`src/rtl/core/tme_ram.sv`:
```
// ----------------------------------------------------------------------------
// tme_ram
// Generic simple dual-port RAM: one write port, one read port, registered read.
// ----------------------------------------------------------------------------
module tme_ram #(
  parameter int WIDTH = 8,
  parameter int DEPTH = 256
) (
  input  logic                     clk,
  input  logic                     we,
  input  logic [$clog2(DEPTH)-1:0] waddr,
  input  logic [WIDTH-1:0]         wdata,
  input  logic [$clog2(DEPTH)-1:0] raddr,
  output logic [WIDTH-1:0]         rdata
);

  logic [WIDTH-1:0] mem [DEPTH];

  always_ff @(posedge clk) begin
    if (we) begin
      mem[waddr] <= wdata;
    end
    rdata <= mem[raddr];
  end

endmodule

```
`config.mk`:
```
export PLATFORM = sky130hd
export DESIGN_NAME = tme_ram
export DESIGN_NICKNAME = d
export VERILOG_FILES = /design/src/rtl/core/tme_ram.sv
export SDC_FILE = /design/constraint.sdc
export NUM_CORES = 2
export LEC_CHECK = 0
export BUFFER_PORTS_ARGS = -buffer_cell sky130_fd_sc_hd__buf_2
export CAP_MARGIN = 20
export CORE_ASPECT_RATIO = 2
export CORE_MARGIN = 8
export CORE_UTILIZATION = 50
export CTS_CLUSTER_SIZE = 24
export DETAILED_ROUTE_END_ITERATION = 8
export PLACE_DENSITY = 0.7
export SETUP_SLACK_MARGIN = 0.4
export SKIP_CTS_REPAIR_TIMING = 1
export SLEW_MARGIN = 0
export SYNTH_ARGS = -nofsm -noshare
export SYNTH_HDL_FRONTEND = slang
export SYNTH_SLANG_ARGS = --single-unit
```
`constraint.sdc`:
```
create_clock -name clk -period 3.4 [get_ports clk]
set_clock_uncertainty 0.05 [all_clocks]
set_input_delay 0.51 -clock clk [delete_from_list [all_inputs] [get_ports clk]]
set_output_delay 0.51 -clock clk [all_outputs]
set_load 0.05 [all_outputs]
```
==> flow_metrics.env <==
export IMPL_run_status="completed"
export IMPL_synth_compound_area_frac=0.03419
export IMPL_finalPower_w=0.05105
export IMPL_crit_reg2reg_capture="rdata[3]$_DFF_P_"
export IMPL_design_core_area_um2=158500
export IMPL_placement_io_buffers=33
export IMPL_worst_slew_margin_rel=0.3945
export IMPL_ioPinCount=34
export IMPL_grt_pass1_wl_um=284100
export IMPL_drv_cap=0
export IMPL_largest_family_of_logic_cells_by_synthesized_area="multiplexers"
export IMPL_internal_power_w=0.04046
export IMPL_max_slew_worst_pin_slew_ns=0.9082
export IMPL_depth_of_the_worst_hold_timing_path=1
export IMPL_hold_class="in -> reg"
export IMPL_r2r_startpoint="mem[34][3]$_DFFE_PP_"
export IMPL_worstHoldStart="wdata[4]"
export IMPL_ys_flop_type="edfxtp_1"
export IMPL_post_synth_inst_count=3733
export IMPL_non_filler_cells_final=6357
export IMPL_switching_share=0.2075
export IMPL_pin_count_of_the_biggest_net_entering_global_routing=135
export IMPL_seq_power_share=0.548
export IMPL_critPathCaptureType="flip-flop"
export IMPL_wirelength_um=194900
export IMPL_remaining_drc_errors=0
export IMPL_synth_area_mux_share=0.1462
export IMPL_die_w_um=298.1
export IMPL_report_final_slew_viol_count=0
export IMPL_grt_remaining_overflow=0
export IMPL_synth_edf_count=2048
export IMPL_cp_required_ns=4.01
export IMPL_finalCriticalPeriod_ns=3.126
export IMPL_synth_yosys_seq_area_share=0.7750
export IMPL_rsz0062_at_grt="no"
export IMPL_grt_util_all_layers=0.2227
export IMPL_worst_setup_hold_path_clk_slew_ns=0.07
export IMPL_category_of_the_worst_setup_path_launch_point="input pin"
export IMPL_synth_area_top_cells="edfxtp_1 77%, mux4_2 13%, mux2i_1 1.7%"
export IMPL_avgViaCountPerCell=6.305
export IMPL_cts_num_sinks=2056
export IMPL_cts_max_path_buffers=3
export IMPL_finalSetupViolCount=0
export IMPL_antenna_found_initial=8
export IMPL_yosysWarnings=0
export IMPL_route_detailed_wl_per_inst_um=30.65
export IMPL_cp_data_arrival_time_ns=3.74
export IMPL_first_global_vias=40871
export IMPL_power_density_nw_per_um2=563.6
export IMPL_share_of_synthesized_cell_area_in_and_or_nand_and_nor_gates=0.02628
export IMPL_timing_worst_setup_path_type="in -> reg"
export IMPL_drive_above_1_share=0.2777
export IMPL_syn_avg_cell_area_um2=21.31
export IMPL_placed_cells=6039
export IMPL_leak_pwr_nw=28.59
export IMPL_drt_first_pass_iters=6
export IMPL_pre_cts_ws_ns=-0.5915
export IMPL_power_combinational_fraction=0.053
export IMPL_fin_util=0.5714
export IMPL_synth_register_bits=2056
export IMPL_r2r_slack_ns=0.63
export IMPL_detailed_place_hpwl_um=122400
export IMPL_postRouteAntennaNets=0
export IMPL_synth_async_sr_flop_share=0
export IMPL_synth_fa_ha_area_frac=0
export IMPL_hold_end="mem[83][4]$_DFFE_PP_"
export IMPL_detailedRoute_firstIterationViolations=4917
export IMPL_cp_max_fo=23
export IMPL_die_height_um=580.1
export IMPL_place_gp_congestion=0.8689
export IMPL_starting_density_of_the_core=0.5019
export IMPL_clock_tree_root_cell="clkbuf_16"
export IMPL_placement_rows=207
export IMPL_cts_htree_levels=4
export IMPL_synth_distinct_cells=55
export IMPL_post_route_period_util=0.9195
export IMPL_cts_inserted_buffers=174
export IMPL_post_synth_top_area_cell="edfxtp_1"
export IMPL_total_number_of_vias=40078
export IMPL_final_nets=4151
export IMPL_xor_xnor_cell_area_share_of_the_yosys_netlist=0
export IMPL_clock_latency_ns=0.80
export IMPL_vdd_ir_drop_worst_mv=0.5221
export IMPL_design_die_area_um2=172900
export IMPL_clock_fmax_mhz=319.9
export IMPL_netlist_area_um2=79560
export IMPL_finalHoldViolations=0
export IMPL_power_switching_w=0.01059
export IMPL_yosys_area_top_type_share=0.7730
export IMPL_synth_net_count=3759
export IMPL_syn_to_final_growth_pct=13.85
export IMPL_clkPwrFrac=0.399
export IMPL_layout_setup_ws_ns=0.2736
export IMPL_clock_tree_from_tritoncts="yes"
export IMPL_rr_worst_depth=7
==> cells in the mapped netlist (16+ instances only) <==
master and instances:
buf_4 27, mux4_2 454, o221ai_1 46, buf_1 22
buf_6 21, nand3_1 34, a211oi_1 16, nor4_1 24
nor3_1 22, nor2b_1 31, nor2_1 282, a22oi_1 133
nand2_1 33, a21oi_1 96, mux2i_1 134, clkbuf_1 111
edfxtp_1 2048, buf_2 31, o22ai_1 28
==> layout by cell type, fill, tap and decap left out, types with 8 or more instances in the layout <==
master,Yosys,routed
a211oi_1,16,16
a21oi_1,96,96
a221oi_1,13,13
a22o_1,8,8
a22oi_1,133,133
buf_12,8,48
buf_2,31,25
buf_4,27,366
bufinv_16,0,21
clkbuf_1,111,38
clkbuf_16,0,183
clkbuf_8,0,13
clkinv_1,1,22
clkinv_2,0,29
clkinvlp_4,0,9
dfxtp_1,8,8
edfxtp_1,2048,2048
mux2i_1,134,134
mux4_2,454,454
nand2_1,33,33
nand2b_1,8,8
nand3_1,34,34
nand4_1,10,10
nor2_1,282,279
nor2b_1,31,28
nor3_1,22,21
nor4_1,24,19
nor4_2,3,8
o211ai_1,10,10
o21ai_0,10,10
o221ai_1,46,46
o22ai_1,28,28
==> per-layer routing <==
metal	GRT usage	vias up	routed length, um
met2	0.3649	2183	96650
met5	0	-	54
met3	0.03795	374	17530
met4	0.08675	8	8055
li1	-	16443	-
met1	0.2995	21070	72580
==> power groups by stage <==
| stage | registers (W) | logic, W | clock network (W) |
|---|---|---|---|
| after global routing | 0.0280 | 0.00285 | 0.0215 |
| after floorplan | 0.0286 | 0.00136 | 0 |
| final | 0.0280 | 0.00273 | 0.0204 |
| after detailed placement | 0.0285 | 0.00272 | 0 |
| after CTS | 0.0280 | 0.00273 | 0.0206 |
| after global placement | 0.0285 | 0.00266 | 0 |
==> final cells by class <==
| type | instances | area (um2) |
|---|---|---|
| Sequential cell | 2056 | 61660 |
| Fill cell | 11368 | 67930 |
| Tap cell | 2090 | 2615 |
| Clock buffer | 226 | 4791 |
| Timing Repair Buffer | 449 | 3974 |
| Inverter | 2 | 7.507 |
| Multi-Input combinational cell | 1442 | 16510 |
| Clock inverter | 89 | 1016 |
| Antenna cell | 3 | 7.507 |
==> sequential cells by signal, summed over array words and instances, names as in the netlist <==
signal  flops
rdata       8
mem      2048
==> worst max-delay path by stage <==
stage / start / end / slack (ns) / cells past startpoint
6_report: raddr[0] / rdata[3]$_DFF_P_ / 0.27 / 11
5_1_grt: raddr[0] / rdata[6]$_DFF_P_ / 0.40 / 10
4_1_cts: raddr[0] / rdata[4]$_DFF_P_ / 0.25 / 11
3_5_place_dp: raddr[0] / rdata[4]$_DFF_P_ / -0.59 / 11
3_3_place_gp: raddr[0] / rdata[4]$_DFF_P_ / -0.59 / 10
2_1_floorplan: raddr[0] / rdata[2]$_DFF_P_ / 0.90 / 9
==> critical path: stages <==
cell and delay (ns):
buf_8 0.14, buf_12 0.22, buf_12 0.23, buf_4 0.34, mux4_2 0.56, nand2b_1 0.16
a311oi_1 0.55, o221ai_1 0.43, a211oi_1 0.36, buf_4 0.18, nor4_1 0.04
==> logic make-up (layout without fill, tap and decap cells) <==
kind of cell,after synthesis,in the layout
AND/OR/NAND/NOR,466,466
multiplexers,591,591
buffers and inverters,235,766
flip-flops,2056,2056
AO/OA/AOI/OAI,385,385
other,0,3
==> stage by stage <==
step                      hold slack [ns]  instance area (um2)  TNS [ns]
after floorplan                    0.5589                79560         0
after global placement             0.8899                84720    -2.919
after detailed placement           0.9149                84740    -2.399
after CTS                         0.05510                90550         0
after global routing              0.08731                90570         0
final                              0.1046                90580         0
No activity file was read; power rests on OpenSTA's default activity.
